==> config.mk <==
export PLATFORM = sky130hd
export DESIGN_NAME = mcmb_front
export DESIGN_NICKNAME = d
export VERILOG_FILES = /design/src/mcmb_pkg.sv /design/src/mcmb_front.sv
export SDC_FILE = /design/constraint.sdc
export NUM_CORES = 1
export LEC_CHECK = 0
export BUFFER_PORTS_ARGS = -buffer_cell sky130_fd_sc_hd__buf_2
export CAP_MARGIN = 10
export CORE_AREA = 2 2 67 69
export DETAILED_ROUTE_END_ITERATION = 8
export DIE_AREA = 0 0 69 71
export PLACE_DENSITY = 0.75
export SYNTH_ARGS = -nofsm -noshare
export SYNTH_HDL_FRONTEND = slang
export SYNTH_SLANG_ARGS = --single-unit
==> constraint.sdc <==
create_clock -name clk_i -period 1.6 [get_ports clk_i]
set_input_delay 0.16 -clock clk_i [delete_from_list [all_inputs] [get_ports clk_i]]
set_output_delay 0.16 -clock clk_i [all_outputs]
set_load 0.02 [all_outputs]
==> src/mcmb_pkg.sv <==
`timescale 1ns / 1ps
`default_nettype none

package mcmb_pkg;

  // Field widths
  localparam int ID_W      = 3;
  localparam int OP_W      = 2;
  localparam int LEN_W     = 4;
  localparam int DATA_W    = 64;
  localparam int CNT_W     = 32;
  localparam int STAT_W    = 2;
  localparam int DLOG_W    = 3;
  localparam int CFG_W     = 8;
  localparam int CFG_IDX_W = 1;

  // Channel matrix: one ring per (destination, source) pair
  localparam int NUM_IDS   = 1 << ID_W;
  localparam int CH_W      = 2 * ID_W;
  localparam int NUM_CH    = 1 << CH_W;

  localparam int MSG_BYTES      = 8;
  localparam int RING_SLOTS_DEF = 16;
  localparam int QUEUE_DEPTH    = 2;

  localparam logic [DLOG_W-1:0] DLOG_RESET = DLOG_W'(4);
  localparam logic [CFG_W-1:0]  MASK_RESET = '0;

  typedef enum logic [OP_W-1:0] {
    OP_SEND = 2'd0,
    OP_RECV = 2'd1,
    OP_READ = 2'd2
  } op_e;

  typedef enum logic [STAT_W-1:0] {
    STAT_OK    = 2'd0,
    STAT_FULL  = 2'd1,
    STAT_EMPTY = 2'd2,
    STAT_NOCH  = 2'd3
  } status_e;

  typedef enum logic [CFG_IDX_W-1:0] {
    CFG_MASK  = 1'b0,
    CFG_DEPTH = 1'b1
  } cfg_idx_e;

  // Classified command handed from front to back
  typedef struct packed {
    logic              exists;
    op_e               op;
    logic [CH_W-1:0]   ch;
    logic [LEN_W-1:0]  len;
    logic [DATA_W-1:0] data;
    logic [DLOG_W-1:0] dlog;
  } cmd_t;

  // Result beat
  typedef struct packed {
    status_e           status;
    logic [DATA_W-1:0] data;
    logic [LEN_W-1:0]  len;
    logic [CNT_W-1:0]  enq;
    logic [CNT_W-1:0]  deq;
  } res_t;

  // Keep the low len bytes
  function automatic logic [DATA_W-1:0] byte_mask(input logic [LEN_W-1:0] len);
    logic [DATA_W-1:0] m;
    m = '0;
    for (int i = 0; i < DATA_W / 8; i++) begin
      m[8*i +: 8] = (LEN_W'(i) < len) ? 8'hFF : 8'h00;
    end
    return m;
  endfunction

endpackage

`default_nettype wire

==> src/mcmb_front.sv <==
`timescale 1ns / 1ps
`default_nettype none

module mcmb_front (
  input  wire logic                           clk_i,
  input  wire logic                           rst_ni,
  input  wire logic                           cfg_we_i,
  input  wire logic [mcmb_pkg::CFG_IDX_W-1:0] cfg_idx_i,
  input  wire logic [mcmb_pkg::CFG_W-1:0]     cfg_wdata_i,
  input  wire logic                           push_i,
  output logic                                full_o,
  input  wire logic [mcmb_pkg::OP_W-1:0]      op_i,
  input  wire logic [mcmb_pkg::ID_W-1:0]      src_id_i,
  input  wire logic [mcmb_pkg::ID_W-1:0]      dst_id_i,
  input  wire logic [mcmb_pkg::LEN_W-1:0]     length_in_i,
  input  wire logic [mcmb_pkg::DATA_W-1:0]    data_in_i,
  output mcmb_pkg::cmd_t                      cmd_o,
  output logic                                cmd_push_o,
  input  wire logic                           cmd_full_i
);

  import mcmb_pkg::*;

  logic [CFG_W-1:0]  reg_mask_q;
  logic [DLOG_W-1:0] dlog_q;
  logic              dst_ok, src_ok;
  logic [LEN_W-1:0]  len_sat;

  // Hold configuration registers
  always_ff @(posedge clk_i or negedge rst_ni) begin
    if (!rst_ni) begin
      reg_mask_q <= MASK_RESET;
      dlog_q     <= DLOG_RESET;
    end else if (cfg_we_i) begin
      unique case (cfg_idx_e'(cfg_idx_i))
        CFG_MASK:  reg_mask_q <= cfg_wdata_i;
        CFG_DEPTH: dlog_q     <= cfg_wdata_i[DLOG_W-1:0];
        default:   ;
      endcase
    end
  end

  // Classify: channel existence, saturated length, trimmed payload
  always_comb begin
    dst_ok  = (dst_id_i != '0) && reg_mask_q[dst_id_i];
    src_ok  = (src_id_i == '0) || (reg_mask_q[src_id_i] && (src_id_i != dst_id_i));
    len_sat = (length_in_i > LEN_W'(MSG_BYTES)) ? LEN_W'(MSG_BYTES) : length_in_i;

    cmd_o.exists = dst_ok && src_ok;
    if (op_i == OP_SEND) begin
      cmd_o.op = OP_SEND;
    end else if (op_i == OP_RECV) begin
      cmd_o.op = OP_RECV;
    end else begin
      cmd_o.op = OP_READ;
    end
    cmd_o.ch   = {dst_id_i, src_id_i};
    cmd_o.len  = len_sat;
    cmd_o.data = data_in_i & byte_mask(len_sat);
    cmd_o.dlog = (dlog_q == '0) ? DLOG_W'(1) : dlog_q;
  end

  assign full_o     = cmd_full_i;
  assign cmd_push_o = push_i && !cmd_full_i;

endmodule

`default_nettype wire

==> run metrics <==
Vias/cell about 4.3; RSZ-0062 raised after global routing true; number of CTS-inserted buffers 3; fraction of registers with async set/reset 100%; power share of the sequential group 24.8%; WP data required around 1.4 ns; Synth Register Bits 10; number of standard cells after synthesis roughly 140; largest family of logic cells by synthesized area simple AND/OR/NAND/NOR gates; run status complete, but fails checks; area leader, netlist sky130_fd_sc_hd__nor2b_1; final max-slew violation count 0; Synth area leaders sky130_fd_sc_hd__nor2b_1 (25%), sky130_fd_sc_hd__dfrtp_1 (20%), sky130_fd_sc_hd__mux2_2 (9.8%); final hold slack 0.161 ns; combinational power share about half; CTS tree built; share of the synthesized area in the top cell type 25.2%; leading register cell type out of synthesis sky130_fd_sc_hd__dfrtp_1; met3 usage in global routing 3.85%; post-synth net total around 230; Post-Layout Inst Area ~2100 um^2; Clock Root Buffer sky130_fd_sc_hd__clkbuf_8; overall die area ~4900 um^2; clock transition at the register clock pins on the worst setup and hold paths after CTS roughly 0.05 ns; share of the cycle needed by the critical path after routing 107%; pin count of the biggest net entering global routing 19; die boundary width between 60 and 70 um; core region area 4200 um^2; Data arrival, critical path 1.55 ns; peak supply drop 0.556 mV; most heavily used metal layer in global routing met2; leading cell types by count after synthesis sky130_fd_sc_hd__nor2b_1 (46), sky130_fd_sc_hd__and2_1 (16), sky130_fd_sc_hd__mux2_2 (10); total count of hold-check failures in the final report 0; start-to-end type of the worst setup path register to primary output; met1 capacity usage during global routing around a quarter; detailed router's first-iteration violation count 17; Post-Synth Simple-Gate Area 44.5%; number of nets still failing antenna checks after routing 0; failing checks negative setup slack; global-route met2 utilization approximately a third; final setup margin -0.109 ns; post-synthesis area per instance 8.47 um^2; Period minus WS final approximately 1.7 ns; number of global-route vias before repair approximately 1.4k; most common cell in the synthesized netlist sky130_fd_sc_hd__nor2b_1; post-DR wirelength/cell around 14 um; HPWL after DPL between 4 and 5 mm; Leakage approximately 0.0012 uW; worst rel slew slack about three fifths; via count roughly 1.5k; number of different library cells in the post-synthesis netlist 25; slowest stage cell on the critical path sky130_fd_sc_hd__mux4_2; multiplexer share of the synthesized area 19.0%; level count of the clock H-tree 1; setup-violating endpoint count in the final report 1; all-layer global routing usage between 10% and 20%; Synth-to-Final Area Change 80.6%; Initial Utilization a little over a quarter; initial antenna violation count 0; count of boundary I/O pins approximately 170; post-CTS repair timing setup buffer count 0; # Max-Cap Violations 0; floorplan row count 24; critical path startpoint category register; power density normalized to cell area between 600 and 700 nW/um^2; count of fill cells added during filler insertion between 400 and 500; compound-cell area share of the yosys netlist around 3.8%; clock network fraction of total power a little under a quarter; wire length of the first global-routing pass around 7.2 mm; Longest Clk Path Bufs 2; Placement Cell Area ~2000 um^2; latest clock arrival within the worst-skew pair roughly 0.23 ns; port buffer count ~170; GRT overflow 0; routed wire length around 5 mm; critical path cell sequence mux2i_1 -> mux4_2 -> a211oi_2 -> buf_4; switch share around 37%; netlist area before placement 1140 um^2; number of nets in the final layout between 300 and 400; Ant. Diodes 0; die span in y around 70 um; peak fanout along the critical path 3; worst min-delay path class primary input to register; highest attainable clock frequency ~590 MHz; slew at the pin with the worst max-slew slack roughly 0.60 ns; first-pass detailed-route iteration total 4; Clock Sink Count 10; Worst Skew 0 ns; Post-synth EDFFs 0; Switch Pwr 485 uW; Synth Area in XOR/XNOR 1.53%; DRC viols 0; total number of yosys warnings 0; Synth Area in Adders 0%; Total Neg Setup Slack -0.109 ns; kind of capture point of the worst setup path primary output; RD Place Congestion a little under 0.9; ratio of cells with drive above 1 in the final layout between 60% and 70%; Int Pwr 813 uW; peak per-stage delay on the critical path 0.47 ns; sequential element share of the synthesized area a little over a fifth
## layer usage
layer / up-vias / routed length, um
li1: 753 / -
met1: 671 / 2020
met2: 91 / 2470
met3: 4 / 412
met4: 0 / 25
met5: - / 0
## critical path: cells and delay by family (launching register included)
| family | cells | cell delay [ns] |
|---|---|---|
| mux | 2 | 0.55 |
| flops | 1 | 0.38 |
| compound gates | 1 | 0.21 |
| buf+inv | 1 | 0.17 |
## final timing paths
kind                                 from       endpoint  slack (ns)  depth (start not counted)
setup / recovery            reg_mask_q[7]      cmd_o[79]       -0.11                          4
hold / removal             cfg_wdata_i[0]      dlog_q[0]        0.16                          2
setup reg to reg            reg_mask_q[7]  reg_mask_q[7]        0.82                          1
hold reg to reg                 dlog_q[0]      dlog_q[0]        0.50                          1
max in group asynchronous          rst_ni      dlog_q[2]        1.04                          2
min in group asynchronous          rst_ni  reg_mask_q[6]        0.31                          2
## kinds of logic (layout without fill, tap and decap cells)
logic type                after synthesis  in the layout
DFF                                    10             10
and+or+nand+nor                        82             82
AOI/OAI and AO/OA                       6              6
buffers and inverters                  17            181
muxes                                  18             18
xor gates and xnor gates                2              2
## flip-flops by register name, summed over array words and instances (netlist names)
signal,flops
dlog_q,3
reg_mask_q,7
## per-stage QoR
stage               cells  power (uW)  util (%)  setup slack [ns]
CTS                   351        1320      49.1            -0.127
finish                351        1300      49.1            -0.109
global placement      346         982      47.5             0.128
global route          351        1380      49.1            -0.156
floorplan             135         726         -             0.190
detailed placement    346         996      47.5             0.113
## timing repair
action / in CTS / in global routing
endpoints found under the setup margin: 1 / 1
gates resized for setup: 1 / 0
hold buffers: 1 / 0
pin swaps: 0 / 0
endpoints found under the hold margin: 9 / 0
## layout by cell type (no fill, tap or decap), types with 2 or more instances in the layout
| master | synthesis | final |
|---|---|---|
| sky130_fd_sc_hd__and2_1 | 16 | 16 |
| sky130_fd_sc_hd__and2b_1 | 9 | 9 |
| sky130_fd_sc_hd__buf_2 | 1 | 170 |
| sky130_fd_sc_hd__buf_4 | 8 | 6 |
| sky130_fd_sc_hd__clkbuf_8 | 0 | 4 |
| sky130_fd_sc_hd__dfrtp_1 | 9 | 9 |
| sky130_fd_sc_hd__mux2_2 | 10 | 10 |
| sky130_fd_sc_hd__mux2i_1 | 6 | 6 |
| sky130_fd_sc_hd__mux4_2 | 2 | 2 |
| sky130_fd_sc_hd__nand2_1 | 5 | 5 |
| sky130_fd_sc_hd__nor2_1 | 3 | 3 |
| sky130_fd_sc_hd__nor2b_1 | 46 | 46 |
| sky130_fd_sc_hd__xor2_1 | 2 | 2 |
## power by group through the flow
stage	logic (uW)	registers, uW	clock network [uW]
after CTS	676	322	318
after floorplan	409	317	0
after global placement	661	321	0
final	670	322	305
after detailed placement	670	326	0
after global routing	721	328	331
## layout make-up
class | instances | area [um^2] | share of cell area [%]
timing repair buffer | 177 | 906 | 43.9
multi-input combinational | 108 | 788 | 38.2
sequential | 10 | 251 | 12.2
tap | 52 | 65.1 | 3.15
clock buffer | 4 | 55.1 | 2.67
No activity file was read; power rests on OpenSTA's default activity.
