==> src/mcmb_fifo.sv <==
`timescale 1ns / 1ps
`default_nettype none

module mcmb_fifo #(
  parameter int WIDTH = 1,
  parameter int DEPTH = 2
) (
  input  wire logic             clk_i,
  input  wire logic             rst_ni,
  input  wire logic             push_i,
  input  wire logic [WIDTH-1:0] data_i,
  output logic                  full_o,
  input  wire logic             pop_i,
  output logic [WIDTH-1:0]      data_o,
  output logic                  empty_o
);

  localparam int PTR_W = (DEPTH > 1) ? $clog2(DEPTH) : 1;
  localparam int CNT_W = $clog2(DEPTH + 1);

  logic [WIDTH-1:0] mem_q [DEPTH];
  logic [PTR_W-1:0] wr_q, rd_q;
  logic [CNT_W-1:0] cnt_q;
  logic             do_push, do_pop;

  assign full_o  = (cnt_q == CNT_W'(DEPTH));
  assign empty_o = (cnt_q == '0);
  assign do_push = push_i && !full_o;
  assign do_pop  = pop_i && !empty_o;
  assign data_o  = mem_q[rd_q];

  // Store incoming beat
  always_ff @(posedge clk_i) begin
    if (do_push) begin
      mem_q[wr_q] <= data_i;
    end
  end

  // Advance pointers and count
  always_ff @(posedge clk_i or negedge rst_ni) begin
    if (!rst_ni) begin
      wr_q  <= '0;
      rd_q  <= '0;
      cnt_q <= '0;
    end else begin
      if (do_push) begin
        wr_q <= (wr_q == PTR_W'(DEPTH - 1)) ? '0 : wr_q + 1'b1;
      end
      if (do_pop) begin
        rd_q <= (rd_q == PTR_W'(DEPTH - 1)) ? '0 : rd_q + 1'b1;
      end
      if (do_push && !do_pop) begin
        cnt_q <= cnt_q + 1'b1;
      end else if (do_pop && !do_push) begin
        cnt_q <= cnt_q - 1'b1;
      end
    end
  end

`ifndef SYNTHESIS
  a_cnt_bound: assert property (@(posedge clk_i) disable iff (!rst_ni)
    cnt_q <= CNT_W'(DEPTH))
    else $error("queue count beyond depth");
  a_cnt_up: assert property (@(posedge clk_i) disable iff (!rst_ni)
    do_push && !do_pop |=> cnt_q == $past(cnt_q) + 1'b1)
    else $error("queue count did not grow on push");
  a_cnt_down: assert property (@(posedge clk_i) disable iff (!rst_ni)
    do_pop && !do_push |=> cnt_q == $past(cnt_q) - 1'b1)
    else $error("queue count did not shrink on pop");
`endif

endmodule

`default_nettype wire

==> config.mk <==
export PLATFORM = sky130hd
export DESIGN_NAME = mcmb_fifo
export DESIGN_NICKNAME = d
export VERILOG_FILES = /design/src/mcmb_fifo.sv
export SDC_FILE = /design/constraint.sdc
export NUM_CORES = 1
export LEC_CHECK = 0
export ABC_AREA = 1
export BUFFER_PORTS_ARGS = -buffer_cell sky130_fd_sc_hd__buf_4
export CAP_MARGIN = 10
export CORE_AREA = 2 2 39 41
export CTS_BUF_LIST = sky130_fd_sc_hd__clkbuf_2
export DETAILED_ROUTE_END_ITERATION = 8
export DIE_AREA = 0 0 41 43
export PLACE_DENSITY = 0.4
export SYNTH_ARGS = -nofsm -noshare
export SYNTH_HDL_FRONTEND = slang
export SYNTH_SLANG_ARGS = --single-unit
==> constraint.sdc <==
create_clock -name clk_i -period 2.2 [get_ports clk_i]
set_input_delay 0.33 -clock clk_i [delete_from_list [all_inputs] [get_ports clk_i]]
set_output_delay 0.33 -clock clk_i [all_outputs]
set_load 0.02 [all_outputs]
==> results of run 1 <==
metrics by stage:
step	instances	worst slack, ns
3_3_place_gp	60	0.743
6_report	65	0.815
4_1_cts	65	0.803
2_1_floorplan	37	0.801
5_1_grt	65	0.666
3_5_place_dp	60	0.810
worst reg2reg max path: stages (launching register included):
cell,delay (ns)
dfrtp_1,0.46
o21ai_0,0.27
ha_1,0.30
inv_1,0.08
nand3_1,0.07
nand2_1,0.06
nand2_1,0.04
cell type report:
class | instances | area (um^2) | area share (%)
Sequential cell | 6 | 160 | 39.3
Timing Repair Buffer | 8 | 62.6 | 15.3
Tap cell | 16 | 20.0 | 4.91
Inverter | 8 | 30.0 | 7.36
Clock buffer | 4 | 20.0 | 4.91
Multi-Input combinational cell | 23 | 115 | 28.2
layout by cell type, fill, tap and decap left out:
cell,synthesis,routed
buf_4,0,7
clkbuf_2,0,4
dfrtp_1,4,4
dlygate4sd3_1,0,1
edfxtp_1,2,2
ha_1,1,1
inv_1,8,8
nand2_1,12,12
nand3_1,1,1
nand3b_1,1,1
nand4_1,1,1
nor2_1,2,2
nor2_2,2,2
o21ai_0,2,2
xnor2_1,1,1
per-layer routing:
metal / wire (um) / vias up
li1: - / 138
met1: 229 / 103
met2: 224 / 6
met3: 46 / 0
met4: 0 / 0
met5: 0 / -
flip-flops by register name (all words and copies together) (netlist names):
name and count:
wr_q 1, rd_q 1, cnt_q 2, mem_q 2
power groups by stage:
stage	registers, mW	logic, mW	clock network (mW)
after floorplan	0.198	0.185	0
after global placement	0.207	0.261	0
after detailed placement	0.208	0.258	0
after CTS	0.206	0.260	0.0927
after global routing	0.215	0.290	0.0984
final	0.206	0.257	0.0866
cell families (layout without fill, tap and decap cells):
family,Yosys count,after routing,share of synthesized area (%)
DFF,6,6,52.5
buffers and inverters,8,20,9.84
and+or+nand+nor,19,19,27.5
adders and majority gates,1,1,4.10
AOI/OAI and AO/OA,2,2,3.28
xor gates and xnor gates,1,1,2.87
worst max-delay path by stage:
| stage | startpoint | end | slack [ns] | depth (start not counted) |
|---|---|---|---|---|
| 4_1_cts | cnt_q[0] | cnt_q[1] | 0.80 | 6 |
| 3_3_place_gp | cnt_q[0] | cnt_q[1] | 0.74 | 6 |
| 2_1_floorplan | cnt_q[0] | cnt_q[1] | 0.80 | 7 |
| 3_5_place_dp | cnt_q[0] | cnt_q[1] | 0.81 | 6 |
| 5_1_grt | cnt_q[0] | cnt_q[1] | 0.67 | 6 |
| 6_report | cnt_q[0] | cnt_q[1] | 0.81 | 6 |
==> metrics.md, run 1 <==
| Metric | Value |
|---|---|
| Yosys Warn Count | 0 |
| Worst Path Required | 2.30 ns |
| Max-cap violations | 0 |
| Comb pwr share | 46.7% |
| Vias in the first global route | around 210 |
| Vias | 247 |
| Layout area overhead | 33.6% |
| Fillers | 144 |
| Final critical-path required period | 1.39 ns |
| Post-route DRC | 0 |
| Crit Reg-Reg Endpoint | cnt_q[1] |
| FP Rows | 14 |
| Nets@finish | 56 |
| Clk_lat worst skew | 0.22 ns |
| Hold Crit Depth | 1 |
| Synth area leader | dfrtp_1 |
| Post-Syn Area | approximately 310 um^2 |
| Root Buffer | clkbuf_2 |
| Largest net degree at the start of global routing | 8 |
| Core Util, Final | 29.5% |
| Avg WL per Cell | 7.68 um |
| Antenna violations before repair | 0 |
| Clock buffer count from CTS | 3 |
| Setup Fix Bufs, Post-CTS | 0 |
| Final setup TNS | 0 ns |
| Core area | 0.00138 mm^2 |
| Vias per std cell | 3.80 |
| Post-route ant nets | 0 |
| CP Capture Type | register |
| Initial Utilization | 22.1% |
| Overall routing resource usage | 6.98% |
| Post-Syn Instances | 37 |
| Hold Startpoint | data_i |
| Clock Sink Count | 6 |
| Worst EP arrival | between 1 and 1.5 ns |
| WHS Endpoint | mem_q[0] |
| Ys async rst share | between 60% and 70% |
| CP Buf/Inv Count | 1 |
| WHS | approximately 0.29 ns |
| VDD IR max | ~0.29 mV |
| WS Path Type | reg2reg |
| Count leader, synth | nand2_1 |
| Most Crowded Layer GR | met1 |
| CP cell instances | o21ai_0 > ha_1 > inv_1 > nand3_1 > nand2_1 > nand2_1 |
| Int Power | between 300 and 400 uW |
| Syn avg cell area | 8.25 um^2 |
| Max H-tree Level | 1 |
| Final setup fails | 0 |
| Met2 global-route usage | 8.13% |
| Die width | 41 um |
| R2r worst-path depth | 6 |
| Pins Over Slew Limit | 0 |
| Worst Max-Slew Pin Slew | 0.257 ns |
| Number of flops mapped to enable cells by yosys | 2 |
| Critical path launch point type | register |
| R2R Setup Slk | between 0.8 and 0.9 ns |
| CP max stage delay | 0.46 ns |
| Layout cells sized above 1 | 26.5% |
| Design Area, Final | 408 um^2 |
| Most used cell, CP | nand2_1 |
| Top cells by count, synth | nand2_1, inv_1, dfrtp_1 |
| Post-synth top area share | 32.8% |
| Slew headroom | 82.7% |
| Worst Skew | 0.0139 ns |
| P_sw | 226 uW |
| Final RePlAce weighted congestion | 0.654 |
| Hold Buf Count CTS | 1 |
| Critical-path top delay cell | dfrtp_1 |
| Sequential share of power | 37.5% |
| Clk pwr share | 15.8% |
| CP Max Fanout | 7 |
| Final period util | 63.0% |
| Synth top area cells | dfrtp_1, edfxtp_1, nand2_1, inv_1, ha_1 |
| Pwr/cell area | 1350 mW/mm^2 |
| CTS tree | done |
| Hpwl dp | 398 um |
| Net Sw Frac | 41.1% |
| P_leak | 0.223 nW |
| GR met1 Demand/Resource | 8.25% |
| Placed cell area | around 380 um^2 |
| Reg clk slew, reported paths | 0.07 ns |
| Fin. Hold Viols | 0 |
| GRT overflow | 0 |
| DR iter-0 viols | 4 |
| Register area share after synthesis | 52.5% |
| Worst reg2reg startpoint | cnt_q[0] |
| F_max | between 700 and 800 MHz |
| Synth Net Count | 43 |
| GR Util met3 | 4.71% |
| Synth unique cells | 12 |
| Status | complete, no violations |
| Height of the die | about 43 um |
| Port-buffer cells | 7 |
| Die footprint | between 0.0015 and 0.002 mm^2 |
| Pwr Total | 549 uW |
| Hold Path Class | in2reg |
| CTS resizes | 0 |
| ANT cells | 0 |
| Ys flop type | dfrtp_1 |
| Clock Tree Buf Depth | 2 |
| IO Pins | 8 |
| First-pass GRT wire length | 765 um |
| Final wirelength | 499 um |
| RSZ-0062 raised after global routing | no |
| Pre-antenna DRT Iters | 2 |
| FF+latch count, synth | 6 |
| Crit path max-delay family | flip-flops |
Power figures use the tool's default switching activity.
==> run 2, diff against run 1 <==
--- a/config.mk
+++ b/config.mk
@@ -12,7 +12,7 @@
 export CTS_BUF_LIST = sky130_fd_sc_hd__clkbuf_2
 export DETAILED_ROUTE_END_ITERATION = 8
 export DIE_AREA = 0 0 41 43
-export PLACE_DENSITY = 0.4
+export PLACE_DENSITY = 0.42
 export SYNTH_ARGS = -nofsm -noshare
 export SYNTH_HDL_FRONTEND = slang
 export SYNTH_SLANG_ARGS = --single-unit
==> constraint.sdc (replaced) <==
create_clock -name clk_i -period 1.2 [get_ports clk_i]
set_input_delay 0.18 -clock clk_i [delete_from_list [all_inputs] [get_ports clk_i]]
set_output_delay 0.18 -clock clk_i [all_outputs]
set_load 0.02 [all_outputs]
==> metrics.md, run 2 (synthesized netlist as in run 1, its figures left out) <==
| Metric | Value |
|---|---|
| Height of the die | 43 um |
| Die width | 41 um |
| CP Max Fanout | 5 |
| Layout area overhead | 62.7% |
| CP cell instances | buf_4 > nor2_4 > buf_6 |
| CTS tree | done |
| Failing checks | setup timing |
| Worst Skew | 0.00209 ns |
| DR iter-0 viols | 4 |
| IO Pins | 8 |
| First-pass GRT wire length | 952 um |
| Hold Path Class | in2reg |
| Worst reg2reg startpoint | cnt_q[0] |
| Max-cap violations | 0 |
| Sequential share of power | 29.6% |
| Core area | 0.00138 mm^2 |
| F_max | 819 MHz |
| Vias per std cell | 3.83 |
| Setup slack after layout | -0.0209 ns |
| Placed Instances | 65 |
| GRT overflow | 0 |
| Clock Sink Count | 6 |
| Clk pwr share | 13.3% |
| Reg clk slew, reported paths | ~0.070 ns |
| R2R Setup Slk | -0.02 ns |
| Net Sw Frac | 41.2% |
| Worst Max-Slew Pin Slew | ~0.23 ns |
| Hold Startpoint | data_i |
| Post-route DRC | 0 |
| Clock Tree Buf Depth | 2 |
| Largest net degree at the start of global routing | 6 |
| Critical path launch point type | register |
| Worst EP arrival | roughly 1.0 ns |
| Slew headroom | 84.4% |
| Max H-tree Level | 1 |
| Crit Reg-Reg Endpoint | cnt_q[1] |
| CP Capture Type | output pin |
| Critical-path top delay cell | dfrtp_2 |
| Pwr Total | 1.30 mW |
| VDD IR max | about 0.88 mV |
| FF/Latch Area | 161 um^2 |
| Fin. Hold Viols | 0 |
| Post-Layout Cell Count | 71 |
| Layout cells sized above 1 | 47.3% |
| WS Path Type | reg2out |
| Fillers | approximately 140 |
| Multi-input gate area | 154 um^2 |
| Final period util | 102% |
| Final wirelength | 662 um |
| P_sw | 534 uW |
| Biggest regs | cnt_q (2), mem_q (2) |
| Antenna violations before repair | 0 |
| Final setup fails | 2 |
| Avg WL per Cell | 9.32 um |
| Int Power | 763 uW |
| Initial Utilization | 22.1% |
| Clk_lat worst skew | 0.22 ns |
| Worst Path Required | 1.02 ns |
| WHS | 0.134 ns |
| Port-buffer cells | 7 |
| Vias | ~270 |
| ANT cells | 0 |
| Comb pwr share | 57.1% |
| FP Rows | 14 |
| Hold Crit Depth | 1 |
| R2r worst-path depth | 6 |
| Post-route ant nets | 0 |
| P_leak | about 0.26 nW |
| Final RePlAce weighted congestion | 0.687 |
| Nets@finish | between 60 and 70 |
| Status | finished with violations |
| Clock buffer count from CTS | 3 |
| Root Buffer | clkbuf_2 |
| RSZ-0062 raised after global routing | yes |
| Hpwl dp | 485 um |
| CP max stage delay | 0.45 ns |
| Most used cells in the layout excluding fill and tap cells | nand2_1, buf_4, inv_1, clkbuf_2 |
| Pre-antenna DRT Iters | 3 |
| Final critical-path required period | ~1.2 ns |
| WHS Endpoint | mem_q[0] |
| Pwr/cell area | ~2600 mW/mm^2 |
| Overall routing resource usage | 8.38% |
| Vias in the first global route | 262 |
| Pins Over Slew Limit | 0 |
| Die footprint | 0.00176 mm^2 |
==> run 2: changes by cell type in the layout (fill, tap and decap cells not counted), moves of 2 or more <==
cell,before,now
buf_4,7,12
inv_1,8,6
inv_2,0,2
nor2_2,2,0
nor2_4,0,3
==> run 2: final cells by class <==
type                       count  share of cell area [%]
multi-input combinational     23                    31.0
clock buffer                   4                    4.03
inverter                       8                    6.05
sequential                     6                    32.5
timing repair buffer          14                    22.4
tap                           16                    4.03
==> run 2: power groups by stage <==
stage	logic, mW	registers [mW]	clock network (mW)
after floorplan	0.353	0.377	0
after global placement	0.602	0.384	0
after detailed placement	0.610	0.381	0
after CTS	0.643	0.376	0.178
after global routing	0.818	0.395	0.191
final	0.741	0.384	0.173
==> run 2: worst max-delay path by stage <==
stage	startpoint	to	slack, ns
detailed placement	cnt_q[0]	cnt_q[1]	-0.16
global route	cnt_q[1]	cnt_q[1]	-0.09
floorplan	cnt_q[1]	cnt_q[1]	-0.09
CTS	cnt_q[1]	cnt_q[1]	-0.1
global placement	cnt_q[0]	cnt_q[1]	-0.15
finish	cnt_q[0]	empty_o	-0.02
==> run 2: timing repair <==
| action | 4_1_cts | 5_1_grt |
|---|---|---|
| hold buffers | 1 | 0 |
| pin swaps | 0 | 1 |
| gates resized for setup | 1 | 8 |
| setup endpoints to repair | 3 | 4 |
| setup buffers | 1 | 0 |
| hold endpoints to repair | 4 | 0 |
| gates cloned | 0 | 0 |
==> run 2: metal layers <==
metal	vias up	part of all wire, %	GRT usage, %
met5	-	0	0
met4	0	0	6.00
met3	0	3.6	3.14
met2	7	48	11.3
met1	116	48	10.5
li1	149	-	-
==> run 2: through the flow <==
stage / worst slack [ns] / utilization [%] / setup TNS, ns / area (um^2)
after floorplan: -0.0948 / - / -0.0948 / 312
after global placement: -0.147 / 30.5 / -0.170 / 422
after detailed placement: -0.158 / 30.5 / -0.193 / 422
after CTS: -0.0984 / 33.2 / -0.190 / 459
after global routing: -0.0879 / 35.9 / -0.197 / 497
final: -0.0209 / 35.9 / -0.0372 / 497
==> run 2: critical path, delay by kind of cell, from the launching register on <==
kind / cells / cell delay, ns
buf+inv: 2 / 0.28
flops: 1 / 0.45
simple gates: 1 / 0.08
==> run 3, diff against run 2 <==
--- a/config.mk
+++ b/config.mk
@@ -9,7 +9,6 @@
 export BUFFER_PORTS_ARGS = -buffer_cell sky130_fd_sc_hd__buf_4
 export CAP_MARGIN = 10
 export CORE_AREA = 2 2 39 41
-export CTS_BUF_LIST = sky130_fd_sc_hd__clkbuf_2
 export DETAILED_ROUTE_END_ITERATION = 8
 export DIE_AREA = 0 0 41 43
 export PLACE_DENSITY = 0.42
==> metrics.md, run 3 (synthesized netlist as in run 1, its figures left out) <==
| Metric | Value |
|---|---|
| Status | finished with violations |
| Failing checks | setup timing |
| Final period util | 103% |
| F_max | 807 MHz |
| Root Buffer | clkbuf_4 |
| Final RePlAce weighted congestion | 0.687 |
| CP Capture Type | output pin |
| Overall routing resource usage | 8.38% |
| Avg WL per Cell | 9.32 um |
| Max H-tree Level | 1 |
| Die footprint | 0.00176 mm^2 |
| Nets@finish | 62 |
| Reg clk slew, reported paths | 0.05 ns |
| Worst EP arrival | about 1.1 ns |
| Clk_lat worst skew | about 0.25 ns |
| Biggest regs | cnt_q (2), mem_q (2) |
| CTS tree | done |
| Post-route ant nets | 0 |
| Vias per std cell | 3.79 |
| DR iter-0 viols | 4 |
| Pre-antenna DRT Iters | 3 |
| Vias in the first global route | around 260 |
| Setup slack after layout | -0.0390 ns |
| Post-route DRC | 0 |
| Vias | 269 |
| Clock Tree Buf Depth | 2 |
| Initial Utilization | approximately 22% |
| Worst Skew | approximately 0.0019 ns |
| Critical path launch point type | register |
| Clock buffer count from CTS | 3 |
| GRT overflow | 0 |
| Antenna violations before repair | 0 |
| Max-cap violations | 0 |
| Final critical-path required period | roughly 1.2 ns |
| CP Max Fanout | 5 |
| P_leak | 0.254 nW |
| RSZ-0062 raised after global routing | yes |
| ANT cells | 0 |
| Fin. Hold Viols | 0 |
| Hold Path Class | in2reg |
| Layout cells sized above 1 | between 40% and 50% |
| Slew headroom | 84.4% |
| Worst Path Required | 1.02 ns |
| Most used cells in the layout excluding fill and tap cells | nand2_1, buf_4, inv_1 |
| Final wirelength | 662 um |
| IO Pins | 8 |
| FP Rows | 14 |
| Die width | around 40 um |
| Layout area overhead | 64.8% |
| Clock Sink Count | 6 |
| Final setup TNS | -0.0534 ns |
| First-pass GRT wire length | 952 um |
| VDD IR max | just over 0.9 mV |
| Hpwl dp | about 490 um |
| Pwr/cell area | approximately 2700 mW/mm^2 |
| Height of the die | 43 um |
| Core area | 0.00138 mm^2 |
| Pins Over Slew Limit | 0 |
| Fillers | 144 |
| Placed cell area | 422 um^2 |
| Design Area, Final | a little over 500 um^2 |
| Largest net degree at the start of global routing | 6 |
| Final setup fails | 2 |
| WS Path Type | reg2out |
| Worst Max-Slew Pin Slew | approximately 0.23 ns |
| Port-buffer cells | 7 |
-- run 3: layer usage --
metal / track usage (%) / routed length [um] / vias to the layer above
li1: - / - / 148
met1: 10.5 / 320 / 114
met2: 11.3 / 317 / 7
met3: 3.14 / 24 / 0
met4: 6.00 / 0 / 0
met5: 0 / 0 / -
-- run 3: final timing paths --
| check | depth (start not counted) | slack (ns) | start | endpoint |
|---|---|---|---|---|
| setup / recovery | 3 | -0.04 | cnt_q[0] | empty_o |
| hold / removal | 1 | 0.12 | data_i | mem_q[0] |
| setup reg to reg | 6 | -0.01 | cnt_q[0] | cnt_q[1] |
| hold reg to reg | 2 | 0.49 | wr_q | wr_q |
| max in group asynchronous | 2 | 0.82 | rst_ni | cnt_q[0] |
| min in group asynchronous | 2 | 0.27 | rst_ni | cnt_q[1] |
-- run 3: worst max-delay path: stages (launching register included) --
cell,delay (ns)
dfrtp_2,0.45
buf_4,0.16
nor2_4,0.08
buf_6,0.12
-- run 3: where the power goes --
group	leakage (nW)	total (mW)	internal, mW	switching [mW]
Clock	0.0150	0.212	0.127	0.0851
Sequential	0.0655	0.385	0.306	0.0788
Combinational	0.174	0.741	0.369	0.372
Total	0.254	1.34	0.802	0.536
-- run 3: final cells by class --
class	instances	area, um^2	area share (%)
clock buffers	4	26.3	5.22
multi-input cells	23	154	30.6
flip-flops and latches	6	161	32.1
inverters	8	30.0	5.97
well taps	16	20.0	3.98
repair buffers	14	111	22.1
-- run 3: repair_timing --
| item | in CTS | in global routing |
|---|---|---|
| hold buffers | 1 | 0 |
| setup endpoints to repair | 3 | 4 |
| hold endpoints to repair | 4 | 0 |
| gates resized for setup | 2 | 7 |
| pin swaps | 0 | 1 |
| buffers inserted | 1 | 0 |
-- run 3: metrics by stage --
step	util [%]	worst slack [ns]	total power [mW]	hold WS (ns)	cells
after floorplan	-	-0.0948	0.730	-0.116	37
after global placement	30.5	-0.147	0.986	-0.0191	65
after detailed placement	30.5	-0.158	0.991	-0.0178	65
after CTS	33.8	-0.0957	1.24	0.111	71
after global routing	36.3	-0.0845	1.44	0.109	71
final	36.3	-0.0390	1.34	0.117	71
